### src/design/afp_pkg.sv
`default_nettype none
// ----------------------------------------------------------------------------
// afp_pkg
// Shared types and constants of the attitude frame packer.
// ----------------------------------------------------------------------------
package afp_pkg;

  localparam int unsigned ANGLE_W   = 32;
  localparam int unsigned PROD_W    = 42;
  localparam int unsigned FRAC_W    = 16;
  localparam int unsigned BYTE_W    = 8;
  localparam int unsigned IDX_W     = 5;

  localparam logic [BYTE_W-1:0]   FRAME_HEAD  = 8'hFF;
  localparam logic [BYTE_W-1:0]   FRAME_LEN   = 8'd13;
  localparam logic [BYTE_W-1:0]   FRAME_ZERO  = 8'd0;
  localparam logic [PROD_W-1:0]   ANGLE_SCALE = 42'd1000;

  localparam logic [IDX_W-1:0] IDX_HEAD  = 5'd0;
  localparam logic [IDX_W-1:0] IDX_DEST  = 5'd1;
  localparam logic [IDX_W-1:0] IDX_ID    = 5'd2;
  localparam logic [IDX_W-1:0] IDX_LEN   = 5'd3;
  localparam logic [IDX_W-1:0] IDX_ZERO  = 5'd4;
  localparam logic [IDX_W-1:0] IDX_DATA  = 5'd5;
  localparam logic [IDX_W-1:0] IDX_SUM   = 5'd17;
  localparam logic [IDX_W-1:0] IDX_ADD   = 5'd18;

  localparam logic REG_DEST_ADDR = 1'b0;
  localparam logic REG_FRAME_ID  = 1'b1;

  typedef struct packed {
    logic [ANGLE_W-1:0] roll;
    logic [ANGLE_W-1:0] pitch;
    logic [ANGLE_W-1:0] yaw;
  } afp_sample_t;

  typedef struct packed {
    logic [BYTE_W-1:0] frame_id;
    logic [BYTE_W-1:0] dest_addr;
  } afp_cfg_t;

  typedef struct packed {
    logic empty;
    logic full;
  } afp_qstat_t;

endpackage
`default_nettype wire

### src/design/afp_front.sv
`default_nettype none
// ----------------------------------------------------------------------------
// afp_front
// Accepts samples, scales each angle by 1000/2^16 and truncates toward zero.
// ----------------------------------------------------------------------------
module afp_front import afp_pkg::*; (
  input  wire logic        clk,
  input  wire logic        rst_n,
  input  wire logic        in_tvalid,
  output logic             in_tready,
  input  wire afp_sample_t in_sample,
  input  wire afp_qstat_t  q_stat,
  output logic             push,
  output afp_sample_t      push_data
);

  logic              s1_valid_r;
  logic              s1_valid_nxt;
  logic [PROD_W-1:0] prod_r   [3];
  logic [PROD_W-1:0] prod_nxt [3];
  logic [ANGLE_W-1:0] raw     [3];
  logic [ANGLE_W-1:0] scaled  [3];
  logic              in_fire;

  assign raw[0] = in_sample.yaw;
  assign raw[1] = in_sample.pitch;
  assign raw[2] = in_sample.roll;

  assign push      = s1_valid_r && !q_stat.full;
  assign in_tready = !s1_valid_r || !q_stat.full;
  assign in_fire   = in_tvalid && in_tready;

  always_comb begin
    logic [PROD_W-1:0] adj;
    for (int k = 0; k < 3; k++) begin
      prod_nxt[k] = PROD_W'($signed({{(PROD_W-ANGLE_W){raw[k][ANGLE_W-1]}}, raw[k]})
                    * $signed(ANGLE_SCALE));
    end
    for (int k = 0; k < 3; k++) begin
      adj = prod_r[k] + {{(PROD_W-FRAC_W){1'b0}}, {FRAC_W{prod_r[k][PROD_W-1]}}};
      scaled[k] = {{(ANGLE_W-(PROD_W-FRAC_W)){adj[PROD_W-1]}}, adj[PROD_W-1:FRAC_W]};
    end
  end

  assign push_data.yaw   = scaled[0];
  assign push_data.pitch = scaled[1];
  assign push_data.roll  = scaled[2];

  always_comb begin
    s1_valid_nxt = s1_valid_r;
    if (push) begin
      s1_valid_nxt = 1'b0;
    end
    if (in_fire) begin
      s1_valid_nxt = 1'b1;
    end
  end

  always_ff @(posedge clk) begin
    if (!rst_n) begin
      s1_valid_r <= 1'b0;
    end else begin
      s1_valid_r <= s1_valid_nxt;
    end
  end

  always_ff @(posedge clk) begin
    if (in_fire) begin
      for (int k = 0; k < 3; k++) begin
        prod_r[k] <= prod_nxt[k];
      end
    end
  end

endmodule
`default_nettype wire

### src/design/afp_queue.sv
`default_nettype none
// ----------------------------------------------------------------------------
// afp_queue
// Short queue of scaled samples between the front and the back.
// ----------------------------------------------------------------------------
module afp_queue import afp_pkg::*; #(
  parameter int unsigned DEPTH = 2
) (
  input  wire logic        clk,
  input  wire logic        rst_n,
  input  wire logic        push,
  input  wire afp_sample_t push_data,
  input  wire logic        pop,
  output afp_sample_t      head,
  output afp_qstat_t       q_stat
);

  localparam int unsigned PTR_W = $clog2(DEPTH);
  localparam int unsigned CNT_W = $clog2(DEPTH + 1);

  afp_sample_t      mem_r [DEPTH];
  logic [PTR_W-1:0] wr_ptr_r, wr_ptr_nxt;
  logic [PTR_W-1:0] rd_ptr_r, rd_ptr_nxt;
  logic [CNT_W-1:0] count_r, count_nxt;

  assign q_stat.empty = (count_r == '0);
  assign q_stat.full  = (count_r == CNT_W'(DEPTH));
  assign head         = mem_r[rd_ptr_r];

  always_comb begin
    wr_ptr_nxt = wr_ptr_r;
    rd_ptr_nxt = rd_ptr_r;
    count_nxt  = count_r;
    if (push) begin
      wr_ptr_nxt = (wr_ptr_r == PTR_W'(DEPTH - 1)) ? '0 : wr_ptr_r + 1'b1;
    end
    if (pop) begin
      rd_ptr_nxt = (rd_ptr_r == PTR_W'(DEPTH - 1)) ? '0 : rd_ptr_r + 1'b1;
    end
    if (push && !pop) begin
      count_nxt = count_r + 1'b1;
    end else if (pop && !push) begin
      count_nxt = count_r - 1'b1;
    end
  end

  always_ff @(posedge clk) begin
    if (!rst_n) begin
      wr_ptr_r <= '0;
      rd_ptr_r <= '0;
      count_r  <= '0;
    end else begin
      wr_ptr_r <= wr_ptr_nxt;
      rd_ptr_r <= rd_ptr_nxt;
      count_r  <= count_nxt;
    end
  end

  always_ff @(posedge clk) begin
    if (push) begin
      mem_r[wr_ptr_r] <= push_data;
    end
  end

endmodule
`default_nettype wire

### src/design/afp_back.sv
`default_nettype none
// ----------------------------------------------------------------------------
// afp_back
// Serializes one queued sample into a 19-byte frame with both checks.
// ----------------------------------------------------------------------------
module afp_back import afp_pkg::*; (
  input  wire logic        clk,
  input  wire logic        rst_n,
  input  wire afp_qstat_t  q_stat,
  input  wire afp_sample_t head,
  input  wire afp_cfg_t    cfg,
  output logic             pop,
  output logic             out_tvalid,
  input  wire logic        out_tready,
  output logic [BYTE_W-1:0] out_tdata,
  output logic             out_tlast
);

  logic [IDX_W-1:0]  idx_r, idx_nxt;
  logic [BYTE_W-1:0] sum_r, sum_nxt;
  logic [BYTE_W-1:0] add_r, add_nxt;
  logic [3:0]        data_k;
  logic              out_fire;

  assign out_tvalid = !q_stat.empty;
  assign out_tlast  = (idx_r == IDX_ADD);
  assign out_fire   = out_tvalid && out_tready;
  assign pop        = out_fire && out_tlast;
  assign data_k     = 4'(idx_r - IDX_DATA);

  always_comb begin
    unique case (idx_r)
      IDX_HEAD: out_tdata = FRAME_HEAD;
      IDX_DEST: out_tdata = cfg.dest_addr;
      IDX_ID:   out_tdata = cfg.frame_id;
      IDX_LEN:  out_tdata = FRAME_LEN;
      IDX_ZERO: out_tdata = FRAME_ZERO;
      IDX_SUM:  out_tdata = sum_r;
      IDX_ADD:  out_tdata = add_r;
      default:  out_tdata = head[{data_k, 3'b000} +: BYTE_W];
    endcase
  end

  always_comb begin
    idx_nxt = idx_r;
    sum_nxt = sum_r;
    add_nxt = add_r;
    if (out_fire) begin
      if (out_tlast) begin
        idx_nxt = IDX_HEAD;
        sum_nxt = '0;
        add_nxt = '0;
      end else begin
        idx_nxt = idx_r + 1'b1;
        if (idx_r < IDX_SUM) begin
          sum_nxt = sum_r + out_tdata;
          if (idx_r >= IDX_LEN) begin
            add_nxt = add_r + sum_nxt;
          end
        end
      end
    end
  end

  always_ff @(posedge clk) begin
    if (!rst_n) begin
      idx_r <= IDX_HEAD;
      sum_r <= '0;
      add_r <= '0;
    end else begin
      idx_r <= idx_nxt;
      sum_r <= sum_nxt;
      add_r <= add_nxt;
    end
  end

  a_frame_restart: assert property (@(posedge clk) disable iff (!rst_n)
    pop |=> (idx_r == IDX_HEAD) && (sum_r == '0) && (add_r == '0))
    else $error("frame state not cleared after last byte");

  a_stall_hold: assert property (@(posedge clk) disable iff (!rst_n)
    (out_tvalid && !out_tready) |=> $stable(idx_r) && $stable(sum_r) && $stable(add_r))
    else $error("frame state moved during stall");

  a_idx_range: assert property (@(posedge clk) disable iff (!rst_n)
    idx_r <= IDX_ADD)
    else $error("byte index out of range");

  a_idle_head: assert property (@(posedge clk) disable iff (!rst_n)
    q_stat.empty |-> (idx_r == IDX_HEAD))
    else $error("frame in progress with empty queue");

endmodule
`default_nettype wire

### src/design/attitude_frame_packer_core.sv
`default_nettype none
// ----------------------------------------------------------------------------
// attitude_frame_packer_core
// Scales a yaw/pitch/roll sample and sends it as a 19-byte checked frame.
// ----------------------------------------------------------------------------
// A taken sample is registered in the front, then written into the queue.
// One frame byte per cycle while a sample is queued and out_tready is high.
// The byte-serial back end sets the sample rate; the queue holds up to QUEUE_DEPTH
// scaled samples plus one in the front so input and output stall independently.
// Reset clears dest_addr and frame_id to 0 and empties front, queue and back.
module attitude_frame_packer_core import afp_pkg::*; #(
  parameter int unsigned QUEUE_DEPTH = 2
) (
  input  wire logic        clk,
  input  wire logic        rst_n,
  input  wire logic        in_tvalid,
  output logic             in_tready,
  // yaw_angle[31:0], pitch_angle[63:32], roll_angle[95:64]
  input  wire logic [95:0] in_tdata,
  output logic             out_tvalid,
  input  wire logic        out_tready,
  // frame_byte[7:0]
  output logic [7:0]       out_tdata,
  output logic             out_tlast,
  input  wire logic        cfg_psel,
  input  wire logic        cfg_penable,
  input  wire logic        cfg_pwrite,
  input  wire logic [2:0]  cfg_paddr,
  input  wire logic [31:0] cfg_pwdata,
  output logic [31:0]      cfg_prdata,
  output logic             cfg_pready
);

  afp_cfg_t    cfg_r, cfg_nxt;
  afp_sample_t in_sample;
  afp_sample_t push_data;
  afp_sample_t head;
  afp_qstat_t  q_stat;
  logic        push;
  logic        pop;
  logic        cfg_wr;

  assign in_sample  = afp_sample_t'(in_tdata);
  assign cfg_pready = 1'b1;
  assign cfg_wr     = cfg_psel && cfg_penable && cfg_pwrite && cfg_pready;

  always_comb begin
    cfg_nxt = cfg_r;
    if (cfg_wr) begin
      unique case (cfg_paddr[2])
        REG_DEST_ADDR: cfg_nxt.dest_addr = cfg_pwdata[7:0];
        REG_FRAME_ID:  cfg_nxt.frame_id  = cfg_pwdata[7:0];
        default:       cfg_nxt = cfg_r;
      endcase
    end
  end

  always_comb begin
    unique case (cfg_paddr[2])
      REG_DEST_ADDR: cfg_prdata = {24'd0, cfg_r.dest_addr};
      REG_FRAME_ID:  cfg_prdata = {24'd0, cfg_r.frame_id};
      default:       cfg_prdata = '0;
    endcase
  end

  always_ff @(posedge clk) begin
    if (!rst_n) begin
      cfg_r <= '0;
    end else begin
      cfg_r <= cfg_nxt;
    end
  end

  afp_front u_front (
    .clk       (clk),
    .rst_n     (rst_n),
    .in_tvalid (in_tvalid),
    .in_tready (in_tready),
    .in_sample (in_sample),
    .q_stat    (q_stat),
    .push      (push),
    .push_data (push_data)
  );

  afp_queue #(
    .DEPTH (QUEUE_DEPTH)
  ) u_queue (
    .clk       (clk),
    .rst_n     (rst_n),
    .push      (push),
    .push_data (push_data),
    .pop       (pop),
    .head      (head),
    .q_stat    (q_stat)
  );

  afp_back u_back (
    .clk        (clk),
    .rst_n      (rst_n),
    .q_stat     (q_stat),
    .head       (head),
    .cfg        (cfg_r),
    .pop        (pop),
    .out_tvalid (out_tvalid),
    .out_tready (out_tready),
    .out_tdata  (out_tdata),
    .out_tlast  (out_tlast)
  );

endmodule
`default_nettype wire

### config.mk
export PLATFORM = sky130hd
export DESIGN_NAME = attitude_frame_packer_core
export DESIGN_NICKNAME = d
export VERILOG_FILES = /design/src/design/afp_pkg.sv /design/src/design/afp_front.sv /design/src/design/afp_queue.sv /design/src/design/afp_back.sv /design/src/design/attitude_frame_packer_core.sv
export SDC_FILE = /design/constraint.sdc
export NUM_CORES = 2
export LEC_CHECK = 0
export BUFFER_PORTS_ARGS = -buffer_cell sky130_fd_sc_hd__buf_2
export CAP_MARGIN = 15
export CORE_UTILIZATION = 50
export CTS_CLUSTER_DIAMETER = 150
export DETAILED_ROUTE_END_ITERATION = 8
export GPL_TIMING_DRIVEN = 1
export PLACE_DENSITY = 0.69
export SLEW_MARGIN = 10
export SYNTH_ARGS = -nofsm -noshare
export SYNTH_HDL_FRONTEND = slang
export SYNTH_SLANG_ARGS = --single-unit
### constraint.sdc
create_clock -name clk -period 4.7 [get_ports clk]
set_input_delay 0.235 -clock clk [delete_from_list [all_inputs] [get_ports clk]]
set_output_delay 0.235 -clock clk [all_outputs]
set_load 0.005 [all_outputs]
=== Yosys cells after proc, flatten, opt, wreduce, memory -nomap -nowiden ===
Memory sizes are Yosys's and may differ from the RTL's. A register that Yosys moved wholly into a read port is not among the register bits.
Index checks and enable logic that the tools add are counted.

* Memories: 2
* Output and inout port bits: 44
* Bits in writable memories: 309
* Register bits: 42

{| class="wikitable"
|+ Memory list
! name !! depth !! bits a word !! rd ports !! clocked after Yosys merged registers in !! wr ports !! RTL line !! RTL
|-
| u_queue.mem_r || 2 || 96 || 1 || 1 || 1 || afp_queue.sv:21 || <nowiki>afp_sample_t mem_r [DEPTH];</nowiki>
|-
| u_front.prod_r || 3 || 39 || 3 || 0 || 3 || afp_front.sv:19 || <nowiki>logic [PROD_W-1:0] prod_r [3];</nowiki>
|}

* Add/sub/neg operators: 11
* Order comparisons: 2
* Equal/unequal tests: 7
* Multipliers: 3
* Reduce and logical (&&, ||, !) cells: 24
* Multiplexer cells: 20
* Shifts and indexed selects: 1
* Bitwise operators: 1

{| class="wikitable"
|+ Operator list
! kind !! number
|-
| $add 42x16->42 || 3
|-
| $mul 32x8->39 const B || 3
|-
| $shiftx 96x8->8 || 1
|-
| $pmux 32 s2 || 1
|-
| $pmux 8 s7 || 1
|-
| $mux 8 || 5
|-
| $add 8x8->8 || 2
|-
| $eq 5x2->1 const B || 2
|-
| $eq 5x5->1 const B || 2
|-
| $mux 1 || 10
|-
| $logic_and 1x1->1 || 8
|-
| $reduce_bool 2->1 || 4
|-
| $reduce_and 2->1 || 3
|-
| $add 5x1->5 const B || 1
|-
| $eq 5x1->1 const B || 1
|-
| $eq 5x3->1 const B || 1
|-
| $ge 5x2->1 const B || 1
|-
| $logic_not 1->1 || 5
|-
| $logic_not 5->1 || 1
|-
| $lt 5x5->1 const B || 1
|-
| $mux 5 || 1
|-
| $mux 2 || 2
|-
| $sub 4x3->4 const B || 1
|-
| $reduce_and 3->1 || 1
|-
| 7 further kinds || 8
|}

=== Logic depth before layout (Yosys ltp) ===
* Word-level depth: 8
* Mapped depth: 23
* Mapped depth without buffers: 21

=== Modules after synthesis ===
From an unflattened synthesis, not the netlist that was laid out.

* Cells, all modules: 3,496
* Area, all modules: 36,226.0 um^2

{| class="wikitable"
|+ By module, submodules not included
! module !! area an instance (um^2) !! cells an instance !! sequential area each (um^2) !! times used
|-
| afp_front || 25,294.3 || 2,787 || 3,533.4 || 1
|-
| afp_queue || 7,344.5 || 321 || 5,865.6 || 1
|-
| afp_back || 2,678.8 || 291 || 420.4 || 1
|-
| attitude_frame_packer_core || 908.4 || 97 || 320.3 || 1
|}

=== Worst setup path before layout ===
Ideal clock, no wire load.

* Path type: register -> register
* Start point: reg u_back.idx_r[0]
* End point: reg u_back.add_r[7]
* Arrival: 4,638 ps
* Setup time: 64 ps
* Stages on the path, launching flop included: 24
* Path slack: -2 ps
* Cell sequence: dfxtp_1 -> buf_2 -> clkinv_1 -> ha_1 -> xnor2_1 -> buf_2 -> buf_1 -> mux4_2 -> a221oi_1 -> a21oi_1 -> ha_1 -> inv_1 -> fa_1 -> inv_1 -> ha_1 -> a21o_1 -> a21oi_1 -> o21bai_1 -> a21oi_1 -> o21bai_1 -> a21o_1 -> nor3_1 -> mux2i_1 -> nand4_1

* Word-level cells in the longest chain between the ends: 8

{| class="wikitable"
|+ Ends and longest elaborated chain
! item !! RTL line !! RTL
|-
| start: declaration || afp_back.sv:19 || <nowiki>logic [IDX_W-1:0] idx_r, idx_nxt;</nowiki>
|-
| start signal: assignment || afp_back.sv:71 || <nowiki>idx_r <= idx_nxt;</nowiki>
|-
| $sub 4x3->4 || afp_back.sv:29 || <nowiki>assign data_k = 4'(idx_r - IDX_DATA);</nowiki>
|-
| $shiftx 96x8->8 || afp_back.sv:40 || <nowiki>default: out_tdata = head[{data_k, 3'b000} +: BYTE_W];</nowiki>
|-
| $pmux 8 s7 (*) || afp_back.sv:32 || <nowiki>unique case (idx_r)</nowiki>
|-
| named net out_tdata[0] || attitude_frame_packer_core.sv:23 || <nowiki>output logic [7:0] out_tdata,</nowiki>
|-
| $add 8x8->8 (*) || afp_back.sv:56 || <nowiki>sum_nxt = sum_r + out_tdata;</nowiki>
|-
| $add 8x8->8 (*) || afp_back.sv:58 || <nowiki>add_nxt = add_r + sum_nxt;</nowiki>
|-
| $mux 8 (*) || afp_back.sv:57 || <nowiki>if (idx_r >= IDX_LEN) begin</nowiki>
|-
| $mux 8 (*) || afp_back.sv:55 || <nowiki>if (idx_r < IDX_SUM) begin</nowiki>
|-
| $mux 8 (*) || afp_back.sv:49 || <nowiki>if (out_tlast) begin</nowiki>
|-
| end signal: assignment || afp_back.sv:73 || <nowiki>add_r <= add_nxt;</nowiki>
|-
| end: declaration || afp_back.sv:21 || <nowiki>logic [BYTE_W-1:0] add_r, add_nxt;</nowiki>
|}

The timed path passes the listed nets; every way through them passes the cells marked *. The select of a mux whose other input is x is not followed.
A chain may end at the register's enable or synchronous reset.

==> results by group <==
Final layout
  – Most frequent cells in the layout: 969 x inv_1, 383 x ha_1, 366 x fa_1
  – Most common cell after layout, fill and taps aside: inv_1
  – Sequential cell area: about 0.0091 mm2
  – Final nets: 4,617
  – # fillers: 5,585
  – # diodes: 0
  – Ratio of cells with drive above 1 in the final layout: 0.158
  – Post-layout util: 0.585
  – Area growth syn-to-layout: 15.5%
  – Multi-input gate area: around 0.020 mm2
  – Final instance area: 0.0385 mm2

Hold path
  – WHS Endpoint: u_back.idx_r[0]
  – Hold Path Depth: 4
  – Hold_sp: out_tready
  – Worst min path class: input pin to flop

Timing
  – Max-slew headroom: 0.292
  – Hold Fails Final Rpt: 0
  – Skew final: ~28 ps
  – Minimum clock period after layout: 4470 ps
  – Final worst path period share: 0.950
  – Least-Margin Pin Slew: ~1100 ps
  – # setup viols final: 0
  – Fmax: approximately 0.22 GHz
  – Slew Limit Fails: 0

CTS
  – CTS Buf Count: 34
  – Clock-pin slew on the worst setup and hold paths: about 60 ps
  – H-tree levels: 2
  – CTS tree: done
  – Root Buffer: clkbuf_16
  – Clk sinks: around 320
  – Clock Path Buffers: 3
  – Clk_lat worst skew: around 540 ps

Yosys
  – Syn avg cell area: between 10 and 15 um2
  – FFs w/ async S/R, synth: 0
  – Area of the mapped netlist: roughly 0.033 mm2
  – Distinct cell type count after synthesis: 80
  – Yosys reg bits: ~320
  – YS warnings: 0
  – Dominant synthesized flop cell: edfxtp_1
  – Seq/Total Area, Yosys: 0.272
  – Mapped Cells: ~3,300
  – Post-synth EDFFs: approximately 270

Global routing
  – GRT Total Usage: 0.192
  – Pin count of the biggest net entering global routing: around 90
  – Vias in the first global route: around 23,000
  – Initial antenna violation count: 0
  – First-pass GRT wire length: around 110,000 um
  – Grt ovf: 0

Power
  – P per Cell Area: approximately 620 mW/mm2
  – VDD IR max: 347 uV
  – P_leak: approximately 19 nW

Setup path
  – Worst setup SP type: flop
  – Crit end category: flop
  – Reg-to-Reg End: u_back.add_r[7]
  – Critical path's slowest cell: mux4_2
  – WS Path Type: flop to flop
  – Crit-path leading delay family: compound AO/OA/AOI/OAI gates
  – Worst-path fanout max: 13
  – WP data arrival: between 4000 and 5000 ps
  – Critical Path RT: between 5000 and 6000 ps
  – R2R depth: 21
  – Max stage delay on crit path: approximately 520 ps
  – Worst path bufs/invs: 3
  – R2R setup slack: roughly 230 ps
  – Critical-path cell list: buf_12 -> buf_6 -> mux4_2 -> mux2_2 -> nand2_1 -> o21ai_0 -> a221oi_2 -> buf_4 -> a21oi_1 -> ha_1 -> nor2b_1 -> o21ai_0 -> nand2b_1 -> a21o_1 -> a21oi_1 -> xnor2_1 -> ha_1 -> a21o_1 -> nor3_1 -> mux2i_1 -> nand4_1

Placement
  – DP Area: ~0.037 mm2
  – Post-DP HPWL: 51,900 um
  – Placer Congestion: between 0.8 and 0.9
  – Port bufs: 130

Die
  – # rows: 94
  – Die H: approximately 260 um
  – Initial Util: 0.506
  – Die Wd: 260 um
  – Die area: a little under 0.07 mm2
  – Core region area: between 0.06 and 0.07 mm2
  – I/O Pins: approximately 180

Outcome
  – Outcome: complete, no violations

Drt
  – Via/cell ratio: slightly below 5
  – DR pass1 iterations: 5
  – Antenna Nets Post-Route: 0
  – Vias: 22,600
  – Drt total wl: between 60,000 and 70,000 um
  – Initial drt markers: 958
  – Remaining DRCs: 0
  – WL/cell: ~13 um

Job
  – Max cap viols: 0
==> routing by layer <==
layer / vias up / track usage / wire (um)
li1: 11300 / - / -
met1: 10900 / 0.266 / 29500
met2: 274 / 0.335 / 30300
met3: 52 / 0.0159 / 1610
met4: 0 / 0.0270 / 686
met5: - / 0 / 0
==> layout make-up <==
cell class,instances,area share
multi-input cells,1953,0.531
flip-flops and latches,316,0.235
inverters,971,0.0946
repair buffers,453,0.0825
well taps,864,0.0281
clock buffers,42,0.0234
clock inverters,19,0.00530
==> tightest hold or removal path, stage by stage <==
cell,delay [ps]
buf_2,80
nand2_1,50
nand2_1,60
a21oi_1,60
==> registers in the layout, indices dropped and copies added, names as in the netlist, named ones only <==
name,cells
u_back.sum_r,8
u_queue.count_r,2
u_front.s1_valid_r,1
u_front.prod_r,117
u_back.add_r,8
cfg_r,16
u_queue.wr_ptr_r,1
u_queue.rd_ptr_r,1
u_queue.mem_r,156
u_back.idx_r,5
==> kinds of logic after synthesis <==
group	Yosys count	synth area share
compound gates	453	0.0897
xor+xnor	208	0.0549
fa+ha+maj	750	0.364
buf+inv	1037	0.120
flops	316	0.272
mux	61	0.0325
other cells	2	0.000225
simple gates	456	0.0668
==> where the power goes <==
part / leakage, nW / internal [mW] / switching (mW)
clock: 0.543 / 1.55 / 1.10
sequential: 2.92 / 4.71 / 0.478
combinational: 15.7 / 7.72 / 8.20
==> synthesized netlist by cell type (31+ instances only) <==
| library cell | number | area [um2] |
|---|---|---|
| inv_1 | 970 | 3640 |
| ha_1 | 384 | 4800 |
| fa_1 | 366 | 7330 |
| edfxtp_1 | 273 | 8200 |
| xnor2_1 | 148 | 1300 |
| a21oi_1 | 146 | 731 |
| nand2_1 | 126 | 473 |
| nor2_1 | 104 | 390 |
| a21o_1 | 72 | 541 |
| o21ai_0 | 64 | 320 |
| xor2_1 | 59 | 517 |
| dfxtp_1 | 43 | 861 |
| nand3_1 | 43 | 215 |
| mux4_2 | 36 | 811 |
| nor2b_1 | 34 | 213 |
| nand4_1 | 31 | 194 |
==> how the worst max path moves through the flow <==
stage / cells after the start / startpoint / endpoint
final: 21 / flop / u_back.add_r[7]
after global routing: 22 / u_back.idx_r[0] / u_back.add_r[7]
after CTS: 21 / u_back.idx_r[0] / u_back.add_r[7]
after detailed placement: 19 / in_tdata[72] / u_front.prod_r[0][115]
after global placement: 19 / in_tdata[72] / u_front.prod_r[0][115]
after floorplan: 19 / in_tdata[11] / u_front.prod_r[0][32]
==> per-stage QoR <==
stage | hold slack, ps | setup TNS (ps) | cells | setup slack, ps | power [mW]
finish | 8.91 | 0 | 4618 | 233 | 23.8
global route | 30.1 | -17.9 | 4618 | -9.71 | 26.3
CTS | 3.96 | 0 | 4613 | 95.0 | 23.9
detailed placement | 472 | -5160 | 4541 | -446 | 21.1
global placement | 463 | -3620 | 4541 | -362 | 20.9
floorplan | 334 | 0 | 3306 | 88.7 | 16.1
==> what timing repair did <==
item / in CTS / in global routing
buffers inserted: 0 / 5
hold endpoints to repair: 19 / 0
gates resized for setup: 0 / 19
endpoints found under the setup margin: 0 / 14
hold buffers: 11 / 0
Power figures use the tool's default switching activity.
